==> src/rtl/htf_pkg.sv <==
`timescale 1ns / 1ps
// ----------------------------------------------------------------------------
// htf_pkg
// Types, constants and lookup functions shared by the HTML-to-text filter.
// ----------------------------------------------------------------------------
package htf_pkg;

    localparam int unsigned HELD_DEPTH = 5;
    localparam int unsigned NUM_ENT    = 6;

    typedef logic [7:0] t_byte;
    typedef logic [2:0] t_count;
    typedef logic [NUM_ENT-1:0] t_ent_mask;

    typedef enum logic [1:0] {
        MODE_PLAIN   = 2'd0,
        MODE_ENTITY  = 2'd1,
        MODE_TAGHEAD = 2'd2,
        MODE_TAGBODY = 2'd3
    } t_mode;

    typedef enum logic {
        ST_IDLE = 1'b0,
        ST_EMIT = 1'b1
    } t_ctrl_state;

    // Controller to datapath
    typedef struct packed {
        logic   step;   // commit one input beat to the scan state
        logic   load;   // load the output register
        logic   first;  // load the first byte of the current beat's list
        logic   last;   // loaded byte is the final one of its input beat
        t_count idx;    // position in the emit list
    } t_cmd;

    // Datapath to controller
    typedef struct packed {
        t_count total_now;   // results of the beat on the input
        t_count total_held;  // results of the beat being emitted
    } t_status;

    localparam t_byte CH_LT   = 8'h3C;
    localparam t_byte CH_GT   = 8'h3E;
    localparam t_byte CH_AMP  = 8'h26;
    localparam t_byte CH_LF   = 8'h0A;

    localparam t_ent_mask ENT_ALL = '1;

    function automatic t_byte fold(input t_byte c);
        t_byte r;
        r = c;
        if (c >= 8'h41 && c <= 8'h5A) begin
            r = c + 8'h20;
        end
        return r;
    endfunction

    // Character k of entity e, zero past its end
    function automatic t_byte ent_char(input t_count e, input t_count k);
        logic [47:0] s;
        logic [47:0] sh;
        case (e)
            3'd0:    s = "&nbsp;";
            3'd1:    s = {"&amp;", 8'h00};
            3'd2:    s = {"&lt;", 16'h0000};
            3'd3:    s = {"&gt;", 16'h0000};
            3'd4:    s = "&quot;";
            3'd5:    s = "&apos;";
            default: s = '0;
        endcase
        sh = s << {k, 3'b000};
        return sh[47:40];
    endfunction

    function automatic t_count ent_len(input t_count e);
        t_count r;
        case (e)
            3'd0:    r = 3'd6;
            3'd1:    r = 3'd5;
            3'd2:    r = 3'd4;
            3'd3:    r = 3'd4;
            3'd4:    r = 3'd6;
            3'd5:    r = 3'd6;
            default: r = 3'd0;
        endcase
        return r;
    endfunction

    function automatic t_byte ent_repl(input t_count e);
        t_byte r;
        case (e)
            3'd0:    r = 8'h20;
            3'd1:    r = 8'h26;
            3'd2:    r = 8'h3C;
            3'd3:    r = 8'h3E;
            3'd4:    r = 8'h22;
            3'd5:    r = 8'h27;
            default: r = 8'h00;
        endcase
        return r;
    endfunction

    // Character k of "br>", zero past its end
    function automatic t_byte br_char(input t_count k);
        logic [23:0] s;
        logic [23:0] sh;
        s  = "br>";
        sh = s << {k, 3'b000};
        return sh[23:16];
    endfunction

endpackage

==> src/rtl/htf_in_if.sv <==
`timescale 1ns / 1ps
// ----------------------------------------------------------------------------
// htf_in_if
// Input stream channel: one HTML text byte per beat.
// ----------------------------------------------------------------------------
interface htf_in_if;
    logic       valid;
    logic       ready;
    logic [7:0] in_byte;
    logic       text_end;

    modport source (output valid, output in_byte, output text_end, input ready);
    modport sink   (input valid, input in_byte, input text_end, output ready);
endinterface

==> src/rtl/htf_out_if.sv <==
`timescale 1ns / 1ps
// ----------------------------------------------------------------------------
// htf_out_if
// Output stream channel: one plain-text byte per beat.
// ----------------------------------------------------------------------------
interface htf_out_if;
    logic       valid;
    logic       ready;
    logic [7:0] out_byte;
    logic       run_last;

    modport source (output valid, output out_byte, output run_last, input ready);
    modport sink   (input valid, input out_byte, input run_last, output ready);
endinterface

==> src/rtl/htf_datapath.sv <==
`timescale 1ns / 1ps
// ----------------------------------------------------------------------------
// htf_datapath
// Scan state, held entity bytes, emit list and output payload register.
// ----------------------------------------------------------------------------
module htf_datapath
    import htf_pkg::*;
(
    input  logic    i_clk,
    input  logic    i_rst_n,
    input  t_byte   i_in_byte,
    input  logic    i_text_end,
    input  t_cmd    i_cmd,
    output t_status o_status,
    output t_byte   o_out_byte,
    output logic    o_run_last
);

    t_mode     r_mode, n_mode;
    t_count    r_match_count, n_match_count;
    t_ent_mask r_alive, n_alive;
    t_byte     r_held [HELD_DEPTH];
    t_count    r_rep_n, n_rep_n;
    logic      r_tail_v, n_tail_v;
    t_byte     r_tail, n_tail;
    t_byte     r_out_byte, n_out_byte;
    logic      r_run_last;

    t_byte     fch;
    t_count    k;
    logic      held_we;
    t_count    held_waddr;
    logic      do_plain;
    logic      ent_open;
    logic      done_v;
    t_count    done_e;
    t_ent_mask next_mask;

    // One scan step on the input byte
    always_comb begin
        fch           = fold(i_in_byte);
        k             = r_match_count;
        n_mode        = r_mode;
        n_match_count = r_match_count;
        n_alive       = r_alive;
        held_we       = 1'b0;
        held_waddr    = k;
        n_rep_n       = 3'd0;
        n_tail_v      = 1'b0;
        n_tail        = i_in_byte;
        do_plain      = 1'b0;
        ent_open      = 1'b0;
        done_v        = 1'b0;
        done_e        = 3'd0;
        next_mask     = '0;

        for (int e = 0; e < NUM_ENT; e++) begin
            if (r_alive[e] && ent_len(3'(e)) > k && fch == ent_char(3'(e), k)) begin
                if (ent_len(3'(e)) == 3'(k + 3'd1)) begin
                    done_v = 1'b1;
                    done_e = 3'(e);
                end else begin
                    next_mask[e] = 1'b1;
                end
            end
        end

        case (r_mode)
            MODE_ENTITY: begin
                if (done_v) begin
                    n_tail_v      = 1'b1;
                    n_tail        = ent_repl(done_e);
                    n_mode        = MODE_PLAIN;
                    n_match_count = 3'd0;
                    n_alive       = '0;
                end else if (next_mask != '0 && k < 3'(HELD_DEPTH)) begin
                    held_we       = 1'b1;
                    n_match_count = k + 3'd1;
                    n_alive       = next_mask;
                end else begin
                    // release held bytes, then rescan the failing byte
                    n_rep_n       = (k > 3'(HELD_DEPTH)) ? 3'(HELD_DEPTH) : k;
                    n_mode        = MODE_PLAIN;
                    n_match_count = 3'd0;
                    n_alive       = '0;
                    do_plain      = 1'b1;
                end
            end
            MODE_TAGHEAD: begin
                if (k < 3'd3 && fch == br_char(k)) begin
                    if (k == 3'd2) begin
                        n_tail_v      = 1'b1;
                        n_tail        = CH_LF;
                        n_mode        = MODE_PLAIN;
                        n_match_count = 3'd0;
                        n_alive       = '0;
                    end else begin
                        n_match_count = k + 3'd1;
                    end
                end else if (i_in_byte == CH_GT) begin
                    n_mode        = MODE_PLAIN;
                    n_match_count = 3'd0;
                    n_alive       = '0;
                end else begin
                    n_mode        = MODE_TAGBODY;
                    n_match_count = 3'd0;
                end
            end
            MODE_TAGBODY: begin
                if (i_in_byte == CH_GT) begin
                    n_mode        = MODE_PLAIN;
                    n_match_count = 3'd0;
                    n_alive       = '0;
                end
            end
            default: begin
                do_plain = 1'b1;
            end
        endcase

        if (do_plain) begin
            if (i_in_byte == CH_LT) begin
                n_mode        = MODE_TAGHEAD;
                n_match_count = 3'd0;
                n_alive       = '0;
            end else if (i_in_byte == CH_AMP) begin
                n_mode        = MODE_ENTITY;
                n_match_count = 3'd1;
                n_alive       = ENT_ALL;
                held_we       = 1'b1;
                held_waddr    = 3'd0;
                ent_open      = 1'b1;
            end else begin
                n_tail_v = 1'b1;
                n_tail   = i_in_byte;
            end
        end

        // End of text: flush a pending entity, drop an open tag
        if (i_text_end) begin
            if (n_mode == MODE_ENTITY) begin
                if (ent_open) begin
                    n_tail_v = 1'b1;
                    n_tail   = CH_AMP;
                end else begin
                    n_rep_n = n_match_count;
                end
            end
            n_mode        = MODE_PLAIN;
            n_match_count = 3'd0;
            n_alive       = '0;
        end
    end

    // Emit list: held[0..rep_n-1], then the tail byte; held[0] is always '&'
    always_comb begin
        if (i_cmd.first) begin
            n_out_byte = (n_rep_n != 3'd0) ? CH_AMP : n_tail;
        end else if (i_cmd.idx < r_rep_n) begin
            n_out_byte = r_held[i_cmd.idx];
        end else begin
            n_out_byte = r_tail;
        end
    end

    always_ff @(posedge i_clk) begin
        if (!i_rst_n) begin
            r_mode        <= MODE_PLAIN;
            r_match_count <= 3'd0;
            r_alive       <= '0;
        end else if (i_cmd.step) begin
            r_mode        <= n_mode;
            r_match_count <= n_match_count;
            r_alive       <= n_alive;
        end
    end

    always_ff @(posedge i_clk) begin
        if (i_cmd.step) begin
            r_rep_n  <= n_rep_n;
            r_tail_v <= n_tail_v;
            r_tail   <= n_tail;
            if (held_we) begin
                r_held[held_waddr] <= i_in_byte;
            end
        end
        if (i_cmd.load) begin
            r_out_byte <= n_out_byte;
            r_run_last <= i_cmd.last;
        end
    end

    assign o_status.total_now  = n_rep_n + {2'b00, n_tail_v};
    assign o_status.total_held = r_rep_n + {2'b00, r_tail_v};
    assign o_out_byte          = r_out_byte;
    assign o_run_last          = r_run_last;

endmodule

==> src/rtl/htf_ctrl.sv <==
`timescale 1ns / 1ps
// ----------------------------------------------------------------------------
// htf_ctrl
// Handshake controller: accepts beats, walks the emit list, owns out valid.
// ----------------------------------------------------------------------------
module htf_ctrl
    import htf_pkg::*;
(
    input  logic    i_clk,
    input  logic    i_rst_n,
    input  logic    i_in_valid,
    output logic    o_in_ready,
    output logic    o_out_valid,
    input  logic    i_out_ready,
    input  t_status i_status,
    output t_cmd    o_cmd
);

    t_ctrl_state r_state, n_state;
    t_count      r_idx, n_idx;
    logic        r_out_valid, n_out_valid;
    logic        slot_free;

    assign slot_free = !r_out_valid || i_out_ready;

    // Outputs
    always_comb begin
        o_in_ready  = 1'b0;
        o_cmd       = '0;
        case (r_state)
            ST_IDLE: begin
                o_in_ready  = slot_free;
                o_cmd.step  = i_in_valid && slot_free;
                o_cmd.load  = o_cmd.step && (i_status.total_now != 3'd0);
                o_cmd.first = 1'b1;
                o_cmd.last  = (i_status.total_now == 3'd1);
                o_cmd.idx   = 3'd0;
            end
            ST_EMIT: begin
                o_cmd.load  = slot_free;
                o_cmd.first = 1'b0;
                o_cmd.last  = (r_idx == 3'(i_status.total_held - 3'd1));
                o_cmd.idx   = r_idx;
            end
            default: begin
                o_cmd = '0;
            end
        endcase
    end

    // Next state
    always_comb begin
        n_state = r_state;
        n_idx   = r_idx;
        case (r_state)
            ST_IDLE: begin
                if (o_cmd.step && i_status.total_now > 3'd1) begin
                    n_state = ST_EMIT;
                    n_idx   = 3'd1;
                end
            end
            ST_EMIT: begin
                if (o_cmd.load) begin
                    if (o_cmd.last) begin
                        n_state = ST_IDLE;
                    end else begin
                        n_idx = r_idx + 3'd1;
                    end
                end
            end
            default: begin
                n_state = ST_IDLE;
            end
        endcase
        n_out_valid = o_cmd.load ? 1'b1 : (i_out_ready ? 1'b0 : r_out_valid);
    end

    always_ff @(posedge i_clk) begin
        if (!i_rst_n) begin
            r_state     <= ST_IDLE;
            r_idx       <= 3'd0;
            r_out_valid <= 1'b0;
        end else begin
            r_state     <= n_state;
            r_idx       <= n_idx;
            r_out_valid <= n_out_valid;
        end
    end

    assign o_out_valid = r_out_valid;

endmodule

==> src/rtl/html_to_text_filter_unit.sv <==
`timescale 1ns / 1ps
// ----------------------------------------------------------------------------
// html_to_text_filter_unit
// Streaming HTML tag stripper and character entity decoder.
// ----------------------------------------------------------------------------
// Feed one HTML byte per input beat on i_in; plain text comes out one byte
// per beat on o_out, with run_last marking the final byte that an input beat
// produced (beats that produce nothing, such as tag bytes, give no output).
// A "<br>" tag (any case) turns into a newline, all other tags are dropped
// through the closing '>', and &nbsp; &amp; &lt; &gt; &quot; &apos; (any
// case) are decoded. Bytes of an entity that stops matching are released
// in their original case. Set text_end on the last byte of a text to flush
// a pending entity and discard an open tag. An input beat that yields zero
// or one output byte is taken without holding the input off, so ordinary
// text streams at one byte per clock while the output keeps up; a beat that
// yields more bytes (a failed entity or an end-of-text flush, up to six)
// holds the input off after it is taken while the controller walks the
// held-byte buffer through the single output register. While an output byte
// waits unclaimed the input is held off; a new input beat is taken in the
// cycle that the waiting byte is picked up.
// ----------------------------------------------------------------------------
module html_to_text_filter_unit
    import htf_pkg::*;
(
    input  logic          i_clk,
    input  logic          i_rst_n,
    htf_in_if.sink        i_in,
    htf_out_if.source     o_out
);

    t_cmd    cmd;
    t_status status;

    // Handshake sequencing: accept a beat, then drain its emit list
    htf_ctrl u_ctrl (
        .i_clk       (i_clk),
        .i_rst_n     (i_rst_n),
        .i_in_valid  (i_in.valid),
        .o_in_ready  (i_in.ready),
        .o_out_valid (o_out.valid),
        .i_out_ready (o_out.ready),
        .i_status    (status),
        .o_cmd       (cmd)
    );

    // Scan state, held entity bytes and output payload
    htf_datapath u_datapath (
        .i_clk      (i_clk),
        .i_rst_n    (i_rst_n),
        .i_in_byte  (i_in.in_byte),
        .i_text_end (i_in.text_end),
        .i_cmd      (cmd),
        .o_status   (status),
        .o_out_byte (o_out.out_byte),
        .o_run_last (o_out.run_last)
    );

endmodule
==> src/flat_wrapper.sv <==
// flat-port wrapper written by rule: the top's interface ports become plain ports
module html_to_text_filter_unit_flat import htf_pkg::*;
  (i_clk, i_rst_n, i_in_valid, i_in_in_byte, i_in_text_end, i_in_ready, o_out_valid, o_out_out_byte, o_out_run_last, o_out_ready);
  htf_in_if i_in_i ();
  htf_out_if o_out_i ();
  input  logic i_clk;
  input  logic i_rst_n;
  input wire logic [$bits(i_in_i.valid)-1:0] i_in_valid;
  input wire logic [$bits(i_in_i.in_byte)-1:0] i_in_in_byte;
  input wire logic [$bits(i_in_i.text_end)-1:0] i_in_text_end;
  output wire logic [$bits(i_in_i.ready)-1:0] i_in_ready;
  output wire logic [$bits(o_out_i.valid)-1:0] o_out_valid;
  output wire logic [$bits(o_out_i.out_byte)-1:0] o_out_out_byte;
  output wire logic [$bits(o_out_i.run_last)-1:0] o_out_run_last;
  input wire logic [$bits(o_out_i.ready)-1:0] o_out_ready;
  assign i_in_i.valid = i_in_valid;
  assign i_in_i.in_byte = i_in_in_byte;
  assign i_in_i.text_end = i_in_text_end;
  assign i_in_ready = i_in_i.ready;
  assign o_out_valid = o_out_i.valid;
  assign o_out_out_byte = o_out_i.out_byte;
  assign o_out_run_last = o_out_i.run_last;
  assign o_out_i.ready = o_out_ready;
  html_to_text_filter_unit u_core (.i_clk(i_clk), .i_rst_n(i_rst_n), .i_in(i_in_i), .o_out(o_out_i));
endmodule
==> config.mk <==
export PLATFORM = sky130hd
export DESIGN_NAME = html_to_text_filter_unit_flat
export DESIGN_NICKNAME = d
export VERILOG_FILES = /design/src/rtl/htf_pkg.sv /design/src/rtl/htf_in_if.sv /design/src/rtl/htf_out_if.sv /design/src/rtl/htf_datapath.sv /design/src/rtl/htf_ctrl.sv /design/src/rtl/html_to_text_filter_unit.sv /design/src/flat_wrapper.sv
export SDC_FILE = /design/constraint.sdc
export NUM_CORES = 1
export LEC_CHECK = 0
export BUFFER_PORTS_ARGS = -buffer_cell sky130_fd_sc_hd__buf_2
export CORE_MARGIN = 5
export CORE_UTILIZATION = 45
export CTS_CLUSTER_SIZE = 30
export DETAILED_ROUTE_END_ITERATION = 8
export PLACE_DENSITY = 0.66
export SYNTH_ARGS = -nofsm -noshare
export SYNTH_HDL_FRONTEND = slang
export SYNTH_SLANG_ARGS = --single-unit
==> constraint.sdc <==
create_clock -name i_clk -period 13.56 [get_ports i_clk]
set_input_delay 1.356 -clock i_clk [delete_from_list [all_inputs] [get_ports i_clk]]
set_output_delay 1.356 -clock i_clk [all_outputs]
set_load 0.03 [all_outputs]
Yosys cells after proc, flatten, opt, wreduce, memory -nomap -nowiden
Memory sizes are Yosys's and may differ from the RTL's.
Cells that the tools add are included.
- register bits: 37
- word-level logic and storage cells: 228
- memories: 1
- output and inout port bits: 11
- input bits: 13
- bits in writable memories: 40
- add/sub/neg operators: 6
- mux-type cells: 134
- reductions and logical operators: 27
- bitwise logic cells: 1
- eq/ne operators: 31
- shifts and indexed selects: 7
- order comparisons: 10
- memory list (memory ; depth ; bits a word ; read ports ; clocked after memory_dff ; write ports ; RTL line ; text):
    u_core.u_datapath.r_held ; 5 ; 8 ; 1 ; 0 ; 1 ; htf_datapath.sv:22 ; t_byte r_held [HELD_DEPTH];
- operator list (operator ; number):
    46-bit by 6-bit left shift with 48-bit output, first input constant ; 6
    3-bit two-way mux ; 36
    8-bit two-way mux ; 13
    8-bit == test ; 7
    1-bit two-way mux ; 56
    6-bit two-way mux ; 9
    6-bit case mux with 6 select lines ; 1
    8-bit by 6-bit == test with 1-bit output, second input constant ; 3
    23-bit by 6-bit left shift with 24-bit output, first input constant ; 1
    3-bit == test ; 7
    2-bit two-way mux ; 10
    1-bit logical AND ; 18
    6-bit case mux with 3 select lines ; 1
    8-bit case mux with 2 select lines ; 1
    6-bit case mux with 2 select lines ; 1
    3-bit by 2-bit == test with 1-bit output, second input constant ; 3
    3-bit greater-than comparator, first input constant ; 3
    3-bit case mux with 3 select lines ; 1
    8-bit by 6-bit adder with 8-bit output, second input constant ; 1
    8-bit by 7-bit >= comparator with 1-bit output, second input constant ; 1
    8-bit by 7-bit <= comparator with 1-bit output, second input constant ; 1
    3-bit by 1-bit adder with 3-bit output ; 2
    3-bit by 1-bit adder with 3-bit output, second input constant ; 2
    3-bit by 1-bit == test with 1-bit output, second input constant ; 2
    other kinds (22) ; 30

Longest topological paths before layout
- depth in word-level cells: 34
- mapped depth: 26
- mapped depth without buffers: 23

By module
A second synthesis with hierarchy kept.
- cell total of the unflattened synthesis: 593
- area total of the unflattened synthesis: 5671.7 um^2
- by module, submodules not included (module ; sequential area each (um^2) ; area each (um^2) ; times used ; cells an instance):
    htf_datapath ; 2052.0 ; 5281.3 ; 1 ; 548
    htf_ctrl ; 100.1 ; 390.4 ; 1 ; 45

Worst setup path after synthesis
No wires, ideal clock.
- path kind: input to register
- from: input i_in_in_byte[3]
- to: register u_core.u_datapath.r_out_byte[0] (netlist: u_core.u_datapath.o_out_byte[0]), enable pin
- setup time: 0.378 ns
- path buffers: 3
- cell stages on the path: 18
- required time: 13.182 ns
- arrival: 5.376 ns
- path slack: 7.806 ns
- cell sequence: buf_6 > or4_4 > o221a_4 > a21oi_1 > xor2_1 > and3_1 > buf_4 > a311o_1 > buf_6 > a21boi_4 > o21ai_2 > mux2i_2 > inv_1 > ha_1 > ha_1 > nor2_1 > mux2_4 > a21oi_1
- RTL lines (what ; RTL line ; text):
    start, declared ; flat_wrapper.sv:9 ; input wire logic [$bits(i_in_i.in_byte)-1:0] i_in_in_byte;
    end signal, assigned ; htf_datapath.sv:188 ; r_out_byte <= n_out_byte;
    end, declared ; htf_datapath.sv:26 ; t_byte r_out_byte, n_out_byte;

==> results.txt <==
drt via density: 6.17
ratio of cells with drive above 1 in the final layout: 0.124
Die Wd: 122 um
first-pass iteration count of the detailed router: 5
Setup Viol. Count Final: 0
Row Count: 40
WL/cell: 20.0 um
Clk Latency, worst-skew pair: 0.34 ns
worst-path fanout max: 22
routability cong.: 0.925
Synth Flop Type: edfxtp_1
clock slew at reported path FFs: 0.06 ns
Worst Reg-to-Reg Cells: 18
Crit path buffers/inverters: 2
P_leak: 0.00218 uW
slowest CP cell: a21oi_1
Least-Margin Pin Slew: 1.05 ns
distinct cell type count after synthesis: 89
chip height: 122 um
period utilization: 0.457
first-pass GRT wire length: 25200 um
H-tree levels: 3
vias in the first global route: 4682
CP Capture Type: flip-flop
Cells after DPL: 766
outcome: complete, no violations
Finished Core Util: 0.502
Critical Path AT: 6.16 ns
RSZ-0062 raised after global routing: no
Power Density: 89.5 nW/um^2
ANT nets after route: 0
WP depth: 16
crit-path cells: buf_2, or4_4, o221a_4, a41oi_4, and3_1, and3_1, a311o_1, a21boi_4, o21ai_2, mux2i_2, inv_1, ha_1, ha_1, nor2_1, mux2_4, a21oi_1
post-synth design cell area: 5640 sq um
via count: 4820
YS warnings: 0
cts repair resizes: 0
Avg Inst Size Synth: 9.25 sq um
Critical Path RT: 13.52 ns
CP top delay family: compound AO/OA/AOI/OAI gates
EDFF count, synth: 61
worst relative slew slack: 0.302
hold_ws: 0.531 ns
Final Hold Viols: 0
initial antenna violation count: 0
Reg-to-Reg Start: u_core.u_datapath.k[0]$_SDFFE_PN0P_
Post-Synthesis Cells: 610
fin crit period: 6.19 ns
Maximum Capacitance Violations: 0
worst min-delay path category: flip-flop to flip-flop
Highest Clock Rate: 161 MHz
GRT Total Usage: 0.217
Non-Filler Instances: 781
Initial Util: 0.464
sequential fraction of the synthesis area: 0.382
Nets: 645
total negative slack: 0 ns
R2R setup slack: 7.43 ns
drt first-iter violations: 478
DRT Wirelength: 15600 um
Max stage delay on crit path: 0.67 ns
# DRC: 0
Final Max Tran Viols: 0
Ports: 24
Core ar.: 12200 sq um
CP Launch Type: input pin
IO buf count: 23
Post-CTS Setup Bufs: 0
TritonCTS buffer count: 9
Setup crit start: i_in_in_byte[4]
post-synthesis async set-or-reset flop share: 0
Inserted Diodes: 0
CTS Buffer Depth: 2
CTS tree: done
total gr overflow: 0
DIE AREA: 14900 sq um
TritonCTS Sinks: 77
CTS Hold Buffers Added: 0
Peak VDD IR: 0.0517 mV
Power, Total: 547 uW
fill cell count: 1164
dpl hpwl: 11400 um
reg-to-reg endpoint: u_core.u_datapath.o_out_byte[0]$_DFFE_PP_
largest net degree at the start of global routing: 38
Worst Setup EP: u_core.u_datapath.o_out_byte[0]$_DFFE_PP_
CTS Root Cell: clkbuf_16
Synthesized Nets: 646
Layout Skew: 0.00703 ns
Area Growth Syn to Fin: 8.34%
Crit Path Category: input pin to flip-flop
#FFs+latches synth: 77
[cell usage after synthesis (5+ instances only)]
master    count  share of area
inv_1        32          0.021
nand3_1      13          0.012
dfxtp_1      16          0.057
nand4_1       8         0.0089
a21oi_1      39          0.035
xnor2_1      12          0.019
o21ai_1       6         0.0053
and2_1        7         0.0078
xor2_1       11          0.017
a211oi_1      7         0.0093
nor3_1       19          0.017
and3_1       10          0.011
nor2b_1      13          0.014
nor2_1       49          0.033
a22oi_1      10          0.013
buf_1         5         0.0033
edfxtp_1     61           0.32
clkbuf_1     23          0.015
ha_1         23          0.051
nand2_1      55          0.037
o21ai_0      23          0.020
o22ai_1      12          0.013
buf_2         7         0.0062
mux2i_1      12          0.021
nand2b_1      9          0.010
o211ai_1      7         0.0093
a32o_1        8          0.014
[logic make-up after synthesis]
kind of cell,Yosys count,synth area share
AO/OA/AOI/OAI,182,0.242
XOR/XNOR,23,0.0357
adder cells (fa/ha/maj),23,0.0510
buffers and inverters,71,0.0535
flip-flops,77,0.382
multiplexers,18,0.0344
AND/OR/NAND/NOR,216,0.202
[report_power, final]
group          total, uW  switching [uW]  internal [uW]
Clock                242            98.6            144
Sequential           260            1.05            259
Combinational       45.1            31.5           13.6
[worst min-delay path by stage]
| stage | startpoint | endpoint | slack, ns | cells after the start |
|---|---|---|---|---|
| 3_5_place_dp | u_core.u_datapath.r_alive[2]$_SDFFE_PN0P_ | u_core.u_datapath.r_alive[2]$_SDFFE_PN0P_ | 0.52 | 1 |
| 5_1_grt | u_core.u_datapath.r_alive[1]$_SDFFE_PN0P_ | u_core.u_datapath.r_alive[1]$_SDFFE_PN0P_ | 0.55 | 2 |
| 4_1_cts | u_core.u_datapath.r_alive[2]$_SDFFE_PN0P_ | u_core.u_datapath.r_alive[2]$_SDFFE_PN0P_ | 0.53 | 1 |
| 3_3_place_gp | u_core.u_datapath.r_mode[0]$_SDFFE_PN0P_ | u_core.u_datapath.r_mode[0]$_SDFFE_PN0P_ | 0.52 | 2 |
| 6_report | u_core.u_datapath.r_alive[1]$_SDFFE_PN0P_ | u_core.u_datapath.r_alive[1]$_SDFFE_PN0P_ | 0.53 | 2 |
| 2_1_floorplan | u_core.u_datapath.r_alive[1]$_SDFFE_PN0P_ | u_core.u_datapath.r_alive[1]$_SDFFE_PN0P_ | 0.45 | 2 |
[worst min-delay path, delay by kind of cell, from the launching register on]
| family | cells | cell delay [ns] |
|---|---|---|
| AOI/OAI and AO/OA | 1 | 0.06 |
| DFF | 1 | 0.35 |
| and+or+nand+nor | 1 | 0.08 |
[flip-flops by register name, summed over array words and instances, names as in the netlist, 2 cells and up]
name	flops
u_core.u_datapath.k	3
u_core.u_datapath.r_rep_n	3
u_core.u_datapath.r_mode	2
u_core.u_datapath.r_alive	6
u_core.u_datapath.r_tail	8
u_core.u_ctrl.r_idx	3
u_core.u_datapath.r_held	40
u_core.u_datapath.o_out_byte	8
[area by class of cell]
| class | instances | area [sq um] | share of cell area |
|---|---|---|---|
| tap | 168 | 210 | 0.0344 |
| multi-input combinational | 462 | 3190 | 0.521 |
| inverter | 32 | 120 | 0.0197 |
| clock buffer | 9 | 225 | 0.0369 |
| clock inverter | 6 | 71.3 | 0.0117 |
| timing repair buffer | 27 | 145 | 0.0238 |
| sequential | 77 | 2150 | 0.352 |
[cell usage in the layout, fill, tap and decap left out, types with 4 or more instances in the layout]
master / synthesis / routed
nand2b_1: 9 / 9
o21ai_0: 23 / 23
nand3_1: 13 / 13
a31oi_1: 4 / 4
inv_1: 32 / 32
clkbuf_16: 0 / 9
nand4_1: 8 / 8
nor4b_1: 4 / 4
buf_4: 1 / 4
o211ai_1: 7 / 7
a32o_1: 8 / 8
buf_2: 7 / 23
nor2_1: 49 / 49
nor3_1: 19 / 19
nand2_1: 55 / 55
nor4_1: 4 / 4
or3_1: 4 / 4
dfxtp_1: 16 / 16
xor2_1: 11 / 11
ha_1: 23 / 23
o21a_1: 4 / 4
xnor2_1: 12 / 12
and3_1: 10 / 10
and2_1: 7 / 7
mux2_2: 4 / 4
mux2i_1: 12 / 12
nor2b_1: 13 / 13
a21o_1: 4 / 4
a211oi_1: 7 / 7
edfxtp_1: 61 / 61
o21ai_1: 6 / 6
a22oi_1: 10 / 10
a21oi_1: 39 / 39
o22ai_1: 12 / 12
[per-layer routing]
| layer | wire [um] | vias up | global-route usage |
|---|---|---|---|
| met2 | 7690 | 147 | 0.367 |
| met5 | 0 | - | 0 |
| met4 | 422 | 0 | 0.0938 |
| met3 | 647 | 31 | 0.0297 |
| li1 | - | 2292 | - |
| met1 | 6880 | 2350 | 0.277 |
[per-stage QoR]
stage	area, sq um	setup slack [ns]
floorplan	5640	7.81
global placement	5810	7.24
detailed placement	5810	7.02
CTS	6110	7.35
global route	6110	6.96
finish	6110	7.37
No activity file was read; power rests on OpenSTA's default activity.
